$ cat src/hw/rtl/nure_pkg.sv
// shared widths and byte codes for the ndef uri record extractor
// no dependencies; used by the channel interfaces, the core and its checker
`default_nettype none

package nure_pkg;

    localparam int LENGTH_BITS_DEF = 16;  // buffer length field width
    localparam int BYTE_W          = 8;
    localparam int CAP_W           = 9;   // url capacity register
    localparam int MSG_W           = 16;  // ndef message length
    localparam int SUM_W           = MSG_W + 1;
    localparam int POS_W           = 10;  // bytes left to skip in a record

    localparam logic [CAP_W-1:0]  CAP_RESET      = 9'd256;
    localparam logic [CAP_W-1:0]  CAP_MIN        = 9'd2;
    localparam logic [BYTE_W-1:0] TLV_NDEF       = 8'h03;
    localparam logic [BYTE_W-1:0] LEN_LONG_MARK  = 8'hFF;
    localparam logic [2:0]        TNF_MASK       = 3'h7;
    localparam logic [2:0]        TNF_WELL_KNOWN = 3'h1;
    localparam logic [BYTE_W-1:0] TYPE_URI       = 8'h55;  // 'U'
    localparam int                SHORT_HDR      = 2;      // type byte + short length
    localparam int                LONG_HDR       = 4;      // type byte + 0xff + two bytes
    localparam int                MIN_RECORD     = 3;      // flags, type len, payload len

endpackage

`default_nettype wire

$ cat src/hw/rtl/nure_in_if.sv
// input channel: one tag buffer byte per word, valid/ready handshake
// depends on nure_pkg for the field widths
`default_nettype none

interface nure_in_if #(
    parameter int LEN_W = nure_pkg::LENGTH_BITS_DEF
);
    logic                        valid;
    logic                        ready;
    logic [nure_pkg::BYTE_W-1:0] data_byte;
    logic                        first_byte;
    logic [LEN_W-1:0]            buffer_length;

    modport source (output valid, output data_byte, output first_byte,
                    output buffer_length, input ready);
    modport sink   (input valid, input data_byte, input first_byte,
                    input buffer_length, output ready);
endinterface

`default_nettype wire

$ cat src/hw/rtl/nure_out_if.sv
// output channel: one url byte or one error word, valid/ready handshake
// depends on nure_pkg for the field widths
`default_nettype none

interface nure_out_if;
    logic                        valid;
    logic                        ready;
    logic [nure_pkg::BYTE_W-1:0] url_byte;
    logic                        last;
    logic                        ok;
    logic [nure_pkg::BYTE_W-1:0] url_length;

    modport source (output valid, output url_byte, output last, output ok,
                    output url_length, input ready);
    modport sink   (input valid, input url_byte, input last, input ok,
                    input url_length, output ready);
endinterface

`default_nettype wire

$ cat src/hw/rtl/ndef_uri_record_extractor_core.sv
// Takes a tag buffer one byte per word, parses the NDEF TLV header and walks
// short-format records; the URL of the first well-known 'U' record comes out
// one byte per word, ending with last and the URL length, and any failure
// gives a single error word. Throughput is one byte per clock: each byte goes
// through an input register, one pass of compare and count logic against the
// parse state, and an output register, so a byte is accepted every cycle while
// the output is taken or while the byte gives no word. url_capacity is written
// through i_cfg_we/i_cfg_wdata; the user must do so only while no buffer is in
// flight, since the block itself does not enforce this.
// Depends on nure_pkg, nure_in_if and nure_out_if.
`default_nettype none

module ndef_uri_record_extractor_core #(
    parameter int LENGTH_BITS = nure_pkg::LENGTH_BITS_DEF
) (
    input  logic                       i_clk,
    input  logic                       i_rst_n,
    input  logic                       i_cfg_we,
    input  logic [nure_pkg::CAP_W-1:0] i_cfg_wdata,
    nure_in_if.sink                    i_in,
    nure_out_if.source                 o_out
);
    import nure_pkg::*;

    typedef enum logic [11:0] {
        PH_WAIT    = 12'b0000_0000_0001,
        PH_LEN1    = 12'b0000_0000_0010,
        PH_LONG_HI = 12'b0000_0000_0100,
        PH_LONG_LO = 12'b0000_0000_1000,
        PH_FLAGS   = 12'b0000_0001_0000,
        PH_TLEN    = 12'b0000_0010_0000,
        PH_PLEN    = 12'b0000_0100_0000,
        PH_TYPE    = 12'b0000_1000_0000,
        PH_CODE    = 12'b0001_0000_0000,
        PH_URL     = 12'b0010_0000_0000,
        PH_SKIP    = 12'b0100_0000_0000,
        PH_DONE    = 12'b1000_0000_0000
    } t_phase;

    // configuration
    logic [CAP_W-1:0]       r_capacity;

    // input stage
    logic                   r_in_valid;
    logic [BYTE_W-1:0]      r_in_byte;
    logic                   r_in_first;
    logic [LENGTH_BITS-1:0] r_in_len;

    // parse state
    t_phase                 r_phase,  n_phase;
    logic [LENGTH_BITS-1:0] r_bufsz,  n_bufsz;
    logic [MSG_W-1:0]       r_msglen, n_msglen;
    logic [MSG_W-1:0]       r_taken,  n_taken;
    logic [2:0]             r_tnf,    n_tnf;
    logic [BYTE_W-1:0]      r_tlen,   n_tlen;
    logic [BYTE_W-1:0]      r_plen,   n_plen;
    logic [POS_W-1:0]       r_pos,    n_pos;
    logic [BYTE_W-1:0]      r_sent,   n_sent;

    // output stage
    logic                   r_out_valid;
    logic [BYTE_W-1:0]      r_out_byte;
    logic                   r_out_last;
    logic                   r_out_ok;
    logic [BYTE_W-1:0]      r_out_len;

    // result of the current byte
    logic                   res_valid;
    logic                   res_ok;
    logic                   res_last;
    logic [BYTE_W-1:0]      res_byte;
    logic [BYTE_W-1:0]      res_len;

    logic                   advance;
    logic                   out_free;

    // helpers
    logic [MSG_W-1:0]       taken_inc;
    logic [MSG_W-1:0]       long_len;
    logic [SUM_W-1:0]       short_need;
    logic [SUM_W-1:0]       long_need;
    logic [SUM_W-1:0]       buf_ext;
    logic [BYTE_W:0]        rec_rest;
    logic [SUM_W-1:0]       rec_end;
    logic [MSG_W-1:0]       left_inc;
    logic [BYTE_W-1:0]      url_len;
    logic [BYTE_W-1:0]      sent_inc;
    logic [POS_W-1:0]       pos_dec;

    assign out_free = !r_out_valid || o_out.ready;
    assign advance  = r_in_valid && (!res_valid || out_free);
    assign i_in.ready = !r_in_valid || advance;

    assign taken_inc  = r_taken + MSG_W'(1);
    assign long_len   = {r_msglen[MSG_W-1:BYTE_W], r_in_byte};
    assign buf_ext    = SUM_W'(r_bufsz);
    assign short_need = SUM_W'(SHORT_HDR) + SUM_W'(r_in_byte);
    assign long_need  = SUM_W'(LONG_HDR) + SUM_W'(long_len);
    assign rec_rest   = {1'b0, r_tlen} + {1'b0, r_in_byte};
    assign rec_end    = SUM_W'(taken_inc) + SUM_W'(rec_rest);
    assign left_inc   = r_msglen - taken_inc;
    assign url_len    = r_plen - BYTE_W'(1);
    assign sent_inc   = r_sent + BYTE_W'(1);
    assign pos_dec    = (r_pos != '0) ? (r_pos - POS_W'(1)) : r_pos;

    always_comb begin
        n_phase   = r_phase;
        n_bufsz   = r_bufsz;
        n_msglen  = r_msglen;
        n_taken   = r_taken;
        n_tnf     = r_tnf;
        n_tlen    = r_tlen;
        n_plen    = r_plen;
        n_pos     = r_pos;
        n_sent    = r_sent;
        res_valid = 1'b0;
        res_ok    = 1'b0;
        res_last  = 1'b1;
        res_byte  = '0;
        res_len   = '0;

        if (r_in_first) begin
            n_bufsz  = r_in_len;
            n_msglen = '0;
            n_taken  = '0;
            n_tnf    = '0;
            n_tlen   = '0;
            n_plen   = '0;
            n_pos    = '0;
            n_sent   = '0;
            if (r_capacity < CAP_MIN || r_in_len < LENGTH_BITS'(4)
                    || r_in_byte != TLV_NDEF) begin
                res_valid = 1'b1;
                n_phase   = PH_DONE;
            end else begin
                n_phase = PH_LEN1;
            end
        end else begin
            case (r_phase)
                PH_LEN1: begin
                    if (r_in_byte == LEN_LONG_MARK) begin
                        if (r_bufsz < LENGTH_BITS'(5)) begin
                            res_valid = 1'b1;
                            n_phase   = PH_DONE;
                        end else begin
                            n_phase = PH_LONG_HI;
                        end
                    end else begin
                        n_msglen = MSG_W'(r_in_byte);
                        n_taken  = '0;
                        // a non-zero short length that fits is below 3 only when 1 or 2
                        if (r_in_byte == '0 || short_need > buf_ext
                                || r_in_byte < BYTE_W'(MIN_RECORD)) begin
                            res_valid = 1'b1;
                            n_phase   = PH_DONE;
                        end else begin
                            n_phase = PH_FLAGS;
                        end
                    end
                end
                PH_LONG_HI: begin
                    n_msglen = {r_in_byte, {(MSG_W-BYTE_W){1'b0}}};
                    n_phase  = PH_LONG_LO;
                end
                PH_LONG_LO: begin
                    n_msglen = long_len;
                    n_taken  = '0;
                    if (long_len == '0 || long_need > buf_ext
                            || long_len < MSG_W'(MIN_RECORD)) begin
                        res_valid = 1'b1;
                        n_phase   = PH_DONE;
                    end else begin
                        n_phase = PH_FLAGS;
                    end
                end
                PH_FLAGS: begin
                    n_taken = taken_inc;
                    n_tnf   = r_in_byte[2:0];
                    n_phase = PH_TLEN;
                end
                PH_TLEN: begin
                    n_taken = taken_inc;
                    n_tlen  = r_in_byte;
                    n_phase = PH_PLEN;
                end
                PH_PLEN: begin
                    n_taken = taken_inc;
                    n_plen  = r_in_byte;
                    if (rec_end > SUM_W'(r_msglen)) begin
                        res_valid = 1'b1;
                        n_phase   = PH_DONE;
                    end else if ((r_tnf & TNF_MASK) == TNF_WELL_KNOWN
                            && r_tlen == BYTE_W'(1) && r_in_byte >= BYTE_W'(2)) begin
                        n_phase = PH_TYPE;
                    end else if (rec_rest == '0) begin
                        if (left_inc < MSG_W'(MIN_RECORD)) begin
                            res_valid = 1'b1;
                            n_phase   = PH_DONE;
                        end else begin
                            n_phase = PH_FLAGS;
                        end
                    end else begin
                        n_pos   = POS_W'(rec_rest);
                        n_phase = PH_SKIP;
                    end
                end
                PH_TYPE: begin
                    n_taken = taken_inc;
                    if (r_in_byte == TYPE_URI) begin
                        if (CAP_W'(url_len) >= r_capacity) begin
                            res_valid = 1'b1;
                            n_phase   = PH_DONE;
                        end else begin
                            n_phase = PH_CODE;
                        end
                    end else begin
                        n_pos   = POS_W'(r_plen);
                        n_phase = PH_SKIP;
                    end
                end
                PH_CODE: begin
                    // uri identifier code, not part of the url
                    n_taken = taken_inc;
                    n_sent  = '0;
                    n_phase = PH_URL;
                end
                PH_URL: begin
                    n_taken   = taken_inc;
                    n_sent    = sent_inc;
                    res_valid = 1'b1;
                    res_ok    = 1'b1;
                    res_byte  = r_in_byte;
                    if (sent_inc >= url_len) begin
                        res_last = 1'b1;
                        res_len  = url_len;
                        n_phase  = PH_DONE;
                    end else begin
                        res_last = 1'b0;
                    end
                end
                PH_SKIP: begin
                    n_taken = taken_inc;
                    n_pos   = pos_dec;
                    if (pos_dec == '0) begin
                        if (left_inc < MSG_W'(MIN_RECORD)) begin
                            res_valid = 1'b1;
                            n_phase   = PH_DONE;
                        end else begin
                            n_phase = PH_FLAGS;
                        end
                    end
                end
                default: begin
                    // waiting for a first byte or after a decision: ignore
                end
            endcase
        end
    end

    always_ff @(posedge i_clk) begin
        if (!i_rst_n) begin
            r_capacity  <= CAP_RESET;
            r_in_valid  <= 1'b0;
            r_out_valid <= 1'b0;
            r_phase     <= PH_WAIT;
        end else begin
            if (i_cfg_we) begin
                r_capacity <= i_cfg_wdata;
            end
            if (i_in.ready) begin
                r_in_valid <= i_in.valid;
            end
            if (advance) begin
                r_phase <= n_phase;
            end
            if (advance && res_valid) begin
                r_out_valid <= 1'b1;
            end else if (o_out.ready) begin
                r_out_valid <= 1'b0;
            end
        end
    end

    always_ff @(posedge i_clk) begin
        if (i_in.ready && i_in.valid) begin
            r_in_byte  <= i_in.data_byte;
            r_in_first <= i_in.first_byte;
            r_in_len   <= i_in.buffer_length[LENGTH_BITS-1:0];
        end
        if (advance) begin
            r_bufsz  <= n_bufsz;
            r_msglen <= n_msglen;
            r_taken  <= n_taken;
            r_tnf    <= n_tnf;
            r_tlen   <= n_tlen;
            r_plen   <= n_plen;
            r_pos    <= n_pos;
            r_sent   <= n_sent;
        end
        if (advance && res_valid) begin
            r_out_byte <= res_byte;
            r_out_last <= res_last;
            r_out_ok   <= res_ok;
            r_out_len  <= res_len;
        end
    end

    assign o_out.valid      = r_out_valid;
    assign o_out.url_byte   = r_out_byte;
    assign o_out.last       = r_out_last;
    assign o_out.ok         = r_out_ok;
    assign o_out.url_length = r_out_len;

endmodule

`default_nettype wire

$ cat src/flat_wrapper.sv
// flat-port wrapper written by rule: the top's interface ports become plain ports
module ndef_uri_record_extractor_core_flat import nure_pkg::*;
#(
    parameter int LENGTH_BITS = nure_pkg::LENGTH_BITS_DEF
)
  (i_clk, i_rst_n, i_cfg_we, i_cfg_wdata, i_in_valid, i_in_data_byte, i_in_first_byte, i_in_buffer_length, i_in_ready, o_out_valid, o_out_url_byte, o_out_last, o_out_ok, o_out_url_length, o_out_ready);
  nure_in_if i_in_i ();
  nure_out_if o_out_i ();
  input  logic i_clk;
  input  logic i_rst_n;
  input  logic i_cfg_we;
  input  logic [nure_pkg::CAP_W-1:0] i_cfg_wdata;
  input wire logic [$bits(i_in_i.valid)-1:0] i_in_valid;
  input wire logic [$bits(i_in_i.data_byte)-1:0] i_in_data_byte;
  input wire logic [$bits(i_in_i.first_byte)-1:0] i_in_first_byte;
  input wire logic [$bits(i_in_i.buffer_length)-1:0] i_in_buffer_length;
  output wire logic [$bits(i_in_i.ready)-1:0] i_in_ready;
  output wire logic [$bits(o_out_i.valid)-1:0] o_out_valid;
  output wire logic [$bits(o_out_i.url_byte)-1:0] o_out_url_byte;
  output wire logic [$bits(o_out_i.last)-1:0] o_out_last;
  output wire logic [$bits(o_out_i.ok)-1:0] o_out_ok;
  output wire logic [$bits(o_out_i.url_length)-1:0] o_out_url_length;
  input wire logic [$bits(o_out_i.ready)-1:0] o_out_ready;
  assign i_in_i.valid = i_in_valid;
  assign i_in_i.data_byte = i_in_data_byte;
  assign i_in_i.first_byte = i_in_first_byte;
  assign i_in_i.buffer_length = i_in_buffer_length;
  assign i_in_ready = i_in_i.ready;
  assign o_out_valid = o_out_i.valid;
  assign o_out_url_byte = o_out_i.url_byte;
  assign o_out_last = o_out_i.last;
  assign o_out_ok = o_out_i.ok;
  assign o_out_url_length = o_out_i.url_length;
  assign o_out_i.ready = o_out_ready;
  ndef_uri_record_extractor_core #(.LENGTH_BITS(LENGTH_BITS)) u_core (.i_clk(i_clk), .i_rst_n(i_rst_n), .i_cfg_we(i_cfg_we), .i_cfg_wdata(i_cfg_wdata), .i_in(i_in_i), .o_out(o_out_i));
endmodule
$ cat config.mk
export PLATFORM = sky130hd
export DESIGN_NAME = ndef_uri_record_extractor_core_flat
export DESIGN_NICKNAME = d
export VERILOG_FILES = /design/src/hw/rtl/nure_pkg.sv /design/src/hw/rtl/nure_in_if.sv /design/src/hw/rtl/nure_out_if.sv /design/src/hw/rtl/ndef_uri_record_extractor_core.sv /design/src/flat_wrapper.sv
export SDC_FILE = /design/constraint.sdc
export NUM_CORES = 1
export LEC_CHECK = 0
export BUFFER_PORTS_ARGS = -buffer_cell sky130_fd_sc_hd__buf_2
export CORE_MARGIN = 1.5
export CORE_UTILIZATION = 37
export CTS_CLUSTER_DIAMETER = 40
export CTS_CLUSTER_SIZE = 14
export DETAILED_ROUTE_END_ITERATION = 10
export GPL_ROUTABILITY_DRIVEN = 1
export SLEW_MARGIN = 15
export SYNTH_ARGS = -nofsm -noshare
export SYNTH_HDL_FRONTEND = slang
export SYNTH_SLANG_ARGS = --single-unit
export TNS_END_PERCENT = 100
$ cat constraint.sdc
create_clock -name i_clk -period 12.03 [get_ports i_clk]
set_clock_uncertainty 0.1 [all_clocks]
set_input_delay 2.406 -clock i_clk [delete_from_list [all_inputs] [get_ports i_clk]]
set_output_delay 2.406 -clock i_clk [all_outputs]
set_load 0.05 [all_outputs]
==> results of run 1 <==
## placed cells by master, fill, tap and decap left out, drive strengths merged, types with 9 or more instances in the layout
cell / count
nand3: 42
nor2: 107
nand4: 24
mux2i: 21
nand2b: 19
inv: 103
o21ai: 27
xor2: 19
a21oi: 60
ha: 97
dfxtp: 23
o211ai: 9
nor3: 20
nand2: 87
xnor2: 47
and2: 12
a211oi: 13
a21o: 15
buf: 66
and3: 21
clkbuf: 17
edfxtp: 128
nor4: 37
nor2b: 12
## state kept, by name (all words and copies together), names as in the netlist
name and flops:
u_core.r_sent 8, u_core.r_bufsz 16, u_core.o_out.url_length 8, u_core.r_pos 10, u_core.o_out.last 1, u_core.r_taken 16
u_core.o_out.url_byte 8, u_core.o_out.valid 1, u_core.r_tlen 8, u_core.r_capacity 9, u_core.r_in_first 1, u_core.r_phase 12
u_core.r_in_valid 1, u_core.r_plen 8, u_core.r_msglen 16, u_core.r_in_len 16, u_core.r_in_byte 8, u_core.o_out.ok 1
u_core.r_tnf 3
## worst min path at each step
stage	slack, ns	startpoint	cells past startpoint	endpoint
after floorplan	0.30	u_core.r_in_len[0]	0	u_core.r_bufsz[0]
after global placement	0.30	u_core.r_in_len[1]	0	u_core.r_bufsz[1]
after detailed placement	0.31	u_core.r_in_len[0]	0	u_core.r_bufsz[0]
after CTS	0.32	u_core.r_in_len[0]	0	u_core.r_bufsz[0]
after global routing	0.33	u_core.r_in_len[1]	0	u_core.r_bufsz[1]
final	0.32	u_core.r_in_len[1]	0	u_core.r_bufsz[1]
## per-stage QoR
stage          setup slack [ns]  util (%)
3_5_place_dp              3.776     40.37
4_1_cts                   3.287     42.45
2_1_floorplan             4.425         -
6_report                  3.280     42.45
5_1_grt                   2.877     42.45
3_3_place_gp              3.932     40.37
## power groups by stage
stage               clock [uW]  combinational, uW  sequential (uW)
detailed placement           0                220              620
global route               568                251              611
finish                     538                224              608
floorplan                    0                162              614
global placement             0                216              619
CTS                        546                223              608
## per-layer routing
| metal | up-vias | track usage (%) |
|---|---|---|
| met2 | 233 | 31.19 |
| met5 | - | 0 |
| met3 | 51 | 3.731 |
| met1 | 4049 | 26.90 |
| li1 | 4172 | - |
| met4 | 0 | 7.788 |
## cells by family (layout without fill, tap and decap cells)
family | count (synthesis) | after routing | share of synthesized area (%)
xor gates and xnor gates | 66 | 66 | 5.472
AOI/OAI and AO/OA | 210 | 210 | 13.53
adders and majority gates | 100 | 100 | 12.06
and+or+nand+nor | 425 | 425 | 21.64
buffers and inverters | 120 | 192 | 4.465
muxes | 22 | 22 | 2.096
DFF | 151 | 151 | 40.74
## cell type report
class / instances / area (um2) / share of cell area (%)
clock buffer: 17 / 425.4 / 3.587
timing repair buffer: 66 / 350.3 / 2.954
clock inverter: 15 / 155.1 / 1.308
multi-input combinational: 823 / 5798 / 48.89
tap: 378 / 473.0 / 3.988
sequential: 151 / 4304 / 36.29
inverter: 94 / 352.8 / 2.975
==> qor.yml, run 1 <==
timing:
  grt_setup_unrepaired: "false"
  period_share_pct: 72.74
  fin_hold_ws_ns: 0.3238
  tns_ns: 0
  fmax_mhz: 114.3
  worstMarginPinSlew_ns: 1.121
  setup_viol_count_final: 0
  relSlewSlack_pct: 23.34
  slew_viol_final: 0
  period_minus_slack_ns: 8.750
  hold_violations: 0
layout:
  final_cell_area_um2: 11860
  area_growth_pct: 12.26
  nets: 1292
  fin_cells: 1544
  nFillCells: 2769
  layout-drive-gt1-share_pct: 11.15
  n_antenna_cell: 0
place:
  dpl.cell_count: 1512
  place.gp.congestion: 0.9324
  portBuffers: 58
  dpl_cell_area_um2: 11280
  hpwl_um: 21960
synthesis:
  synth_most_common_cell: "edfxtp_1"
  synth_top_area_share_pct: 36.39
  synth_top_cell_by_area: "edfxtp_1"
  synth_cell_types: 76
  synth-main-ff-cell: "edfxtp_1"
  ys_warn_count: 0
  synthArstFlopShare_pct: 0
  synth_common_cells: "edfxtp_1, nor2_1, ha_1, inv_1, nand2_1"
  synth_area_leaders: "edfxtp_1, ha_1, dfxtp_1, xnor2_1, nor2_1"
  synth-seq-cells: 151
  synth_area_um2: 10560
  mappedNetlistNets: 1233
  postSynthAreaPerCell_um2: 9.656
  ys_seq_area_share_pct: 40.74
  synthCells: 1094
  synth-edff-count: 128
setup_path:
  rrSetupSlack_ns: 5.07
  endpoint: "i_in_ready"
  rr_endpoint: "u_core.r_pos[3]"
  cp_num_cells: 20
  endpoint_kind: "output pin"
  r2r_cells: 19
  r2r_start: "u_core.r_in_byte[1]"
  startpoint: "u_core.r_in_byte[1]"
  path_delay_family: "compound AO/OA/AOI/OAI gates"
  path_max_fanout: 14
  slowest_delay_ns: 0.62
  crit_type: "reg2out"
  required_ns: 9.52
  cp.arrival_ns: 6.24
  cp_num_buf_inv: 1
  crit_path_frequent_cell: "ha_1"
  cp_cell_sequence: "ha_1 > a211oi_1 > or2_2 > a32oi_1 > xor2_1 > ha_1 > a2111o_1 > o22ai_1 > nor3b_2 > xnor2_1 > ha_1 > nand4_1 > or4_1 > mux2i_1 > a211oi_1 > a21o_1 > a221oi_1 > nand3_1 > nand4_1 > buf_2"
  startpoint_type: "flip-flop"
  cpMaxStageDelayCell: "edfxtp_1"
clock_network:
  clock_path_buffers: 2
  clk_pin_slew_ns: 0.07
  ctsResizeCount: 0
  postCtsSetupBuffers: 0
  worstSkewPairLatency_ns: 0.44
  postCtsHoldBufs: 0
  cts_tree: "done"
  cts_sinks: 151
  cts.htree.levels: 4
  cts-root-buf: "clkbuf_16"
  cts_inserted_buffers: 17
power:
  p_comb_share_pct: 16.3
  powerDensity_nw_per_um2: 115.5
  seq_power_share_pct: 44.4
  internal_power_uw: 969.7
  p_switching_uw: 400.2
  p_leak_uw: 0.004704
  irDropWorstVdd_mv: 0.06680
  p_sw_share_pct: 29.22
  clkPwrFrac_pct: 39.3
  power.total_uw: 1370
global_routing:
  grt_pass1_vias: 8123
  grt_start_max_net_pins: 26
  antenna_found_initial: 0
  grt.overflow.total: 0
  grt_pass1_wl_um: 44480
  grt_usage_pct: 19.83
floorplanning:
  core_area_um2: 27930
  io-pin-count: 59
  dieArea_um2: 29570
  die_h_um: 172.0
  die_w_um: 172.0
  floorplan.initialDensity_pct: 37.82
  rows: 61
job:
  maxCapViolations: 0
route:
  first_iter_violations: 696
  vias_per_cell: 5.508
  first_pass_iters: 5
  highest_layer: "met4"
  wl_per_cell_um: 18.33
  wl_met2_um: 12790
  drt-met1-wl_um: 13240
  met3_length_um: 1391
  wirelength_um: 28310
  drc_errors: 0
  postRouteAntennaNets: 0
  vias: 8505
status:
  outcome: "complete, no violations"
worst_hold_path:
  hp-class: "reg2reg"
(Power assumes the default switching activity.)
==> inputs of run 2 (changes only) <==
Settings changed: ABC_AREA from default to 1.
Clock period 12.03 ns to 8 ns, I/O delays scaled along.
==> run 2 against run 1 <==
  * Sequential share of layout area decreased by 0.37 points
  * Global-route usage shrank 1.3 points
  * Via count is 6.2% higher
  * Largest power group unchanged
==> qor.yml, run 2 <==
timing:
  hold_violations: 0  # unchanged
  relSlewSlack_pct: 32.67  # +9.3 points
  setup_viol_count_final: 0  # unchanged
  slew_viol_final: 0  # unchanged
  tns_ns: 0  # unchanged
  grt_setup_unrepaired: "false"
  period_share_pct: 94.46
  worst_slack_ns: 0.4430  # -2.837 ns
  worstMarginPinSlew_ns: 1.006  # -0.1146 ns
  fmax_mhz: 132.3
  period_minus_slack_ns: 7.557
layout:
  area_growth_pct: 11.91
  layout-drive-gt1-share_pct: 10.46  # -0.69 points
  fin_cells: 1789  # +16%
  final_cell_mix: "nand2_1, inv_1, nor2_1"
  nets: 1531  # +18%
  n_antenna_cell: 0  # unchanged
  final_common_cell: "nand2_1"
floorplanning:
  dieArea_um2: 29970  # +1.3%
  io-pin-count: 59  # unchanged
  die_w_um: 173.1  # +0.67%
  rows: 62  # +1.6%
  core_area_um2: 28630  # +2.5%
  die_h_um: 173.1  # +0.67%
  floorplan.initialDensity_pct: 37.41  # -0.41 points
synthesis:
  synthCells: 1329  # +21%
  synth-edff-count: 128  # unchanged
  synth_most_common_cell: "nand2_1"
  mappedNetlistNets: 1468  # +19%
  synth_common_cells: "nand2_1, inv_1, nor2_1, edfxtp_1, ha_1"
  synth_cell_types: 60  # -21%
  synthArstFlopShare_pct: 0  # unchanged
  synth_top_area_share_pct: 35.90  # -0.49 points
  synth_area_um2: 10710  # +1.4%
  synth_top_cell_by_area: "edfxtp_1"
  synth-main-ff-cell: "edfxtp_1"
  ys_warn_count: 0  # unchanged
  synth-seq-cells: 151  # unchanged
  synth_area_leaders: "edfxtp_1, ha_1, nand2_1, inv_1, nor2_1"
  postSynthAreaPerCell_um2: 8.057  # -17%
  ys_seq_area_share_pct: 40.20  # -0.55 points
route:
  first_pass_iters: 6  # +1
  postRouteAntennaNets: 0  # unchanged
  first_iter_violations: 773  # +11%
  wirelength_um: 27460  # -3.0%
  wl_per_cell_um: 15.35  # -16%
  vias_per_cell: 5.050  # -8.3%
  drc_errors: 0  # unchanged
  vias: 9034  # +6.2%
global_routing:
  grt.overflow.total: 0  # unchanged
  grt_pass1_vias: 8581  # +5.6%
  grt_start_max_net_pins: 44  # +69%
  antenna_found_initial: 0  # unchanged
  grt_pass1_wl_um: 43750  # -1.6%
  grt_usage_pct: 18.55  # -1.3 points
setup_path:
  startpoint_type: "flip-flop"
  crit_path_frequent_cell: "nand2_1"
  required_ns: 6.30  # -3.22 ns
  path_delay_family: "simple AND/OR/NAND/NOR gates"
  cp.arrival_ns: 5.86  # -0.38 ns
  endpoint_kind: "output pin"
  rrSetupSlack_ns: 1.35  # -3.72 ns
  cpMaxStageDelayCell: "fa_1"
  slowest_delay_ns: 0.43  # -0.19 ns
  crit_type: "reg2out"
  path_max_fanout: 4  # -10
  cp_num_buf_inv: 4  # +3
worst_hold_path:
  hp-class: "reg2reg"
place:
  hpwl_um: 21680  # -1.3%
  dp_slack_ns: 1.019  # -2.757 ns
  place.gp.congestion: 0.9153  # -1.8%
  dpl.cell_count: 1757  # +16%
  portBuffers: 58  # unchanged
clock_network:
  cts.htree.levels: 4  # unchanged
  postCtsHoldBufs: 0  # unchanged
  worstSkewPairLatency_ns: 0.44  # about the same
  clock_path_buffers: 2  # unchanged
  cts_inserted_buffers: 17  # unchanged
  cts_tree: "done"
  ctsResizeCount: 0  # unchanged
  cts-root-buf: "clkbuf_16"
  cts_sinks: 151  # unchanged
  postCtsSetupBuffers: 0  # unchanged
  clk_pin_slew_ns: 0.07  # about the same
power:
  powerDensity_nw_per_um2: 167.7  # +45%
  p_leak_uw: 0.005532  # +18%
  irDropWorstVdd_mv: 0.1260  # +89%
job:
  maxCapViolations: 0  # unchanged
status:
  outcome: "complete, no violations"
run 2: cell types whose count changed after synthesis, moves of 21 or more:
cell,before,now
inv_1,94,215
nor2_1,105,175
mux2i_1,21,0
nand2_1,87,253
xor2_1,19,42
nor3_1,18,50
xnor2_1,47,2
run 2: metal layers:
metal  up-vias  global-route usage, %  share of wire (%)  wire length [um]
met5         -                      0                  0                 0
met4         0                  6.304                2.4               671
met3        44                  3.364                5.3              1449
met2       243                  29.74                 45             12230
met1      4186                  25.24                 48             13110
li1       4561                      -                  -                 -
run 2: cell families (layout without fill, tap and decap cells):
family	count (synthesis)	count (layout)	share of synthesized area, %
simple gates	638	638	27.07
buf+inv	243	319	8.752
flops	151	151	40.20
compound gates	150	150	8.028
fa+ha+maj	100	100	11.90
xor+xnor	47	47	4.055
run 2: final cells by class:
cell class              count  area (um2)
clock buffers              18       430.4
clock inverters            14       131.4
fillers                  2912       16640
inverters                 226       850.8
multi-input cells         935        5473
flip-flops and latches    151        4304
well taps                 384       480.5
repair buffers             61       312.8
run 2: path summary, 6_finish.rpt:
path | to | from | cells past startpoint
worst max-delay path | i_in_ready | u_core.r_in_byte[0] | 36
worst max register to register | u_core.r_taken[6] | u_core.r_in_byte[0] | 39
worst min register to register | u_core.r_bufsz[0] | u_core.r_in_len[0] | 0
worst min-delay path | u_core.r_bufsz[0] | u_core.r_in_len[0] | 0
run 2: power by group:
| part | switching, uW | leakage [uW] | internal, uW | total (uW) |
|---|---|---|---|---|
| clock network | 377 | 0.000282 | 414 | 791 |
| logic | 204 | 0.00383 | 109 | 313 |
| registers | 21.1 | 0.00142 | 884 | 905 |
run 2: per-stage QoR:
| step | power, uW | util [%] | cell area [um2] | hold WS (ns) |
|---|---|---|---|---|
| finish | 2009 | 41.86 | 11980 | 0.3235 |
| global route | 2099 | 41.86 | 11980 | 0.3283 |
| CTS | 2021 | 41.86 | 11980 | 0.3237 |
| detailed placement | 1233 | 39.90 | 11420 | 0.3084 |
| global placement | 1226 | 39.90 | 11420 | 0.3054 |
| floorplan | 1149 | - | 10710 | 0.3003 |
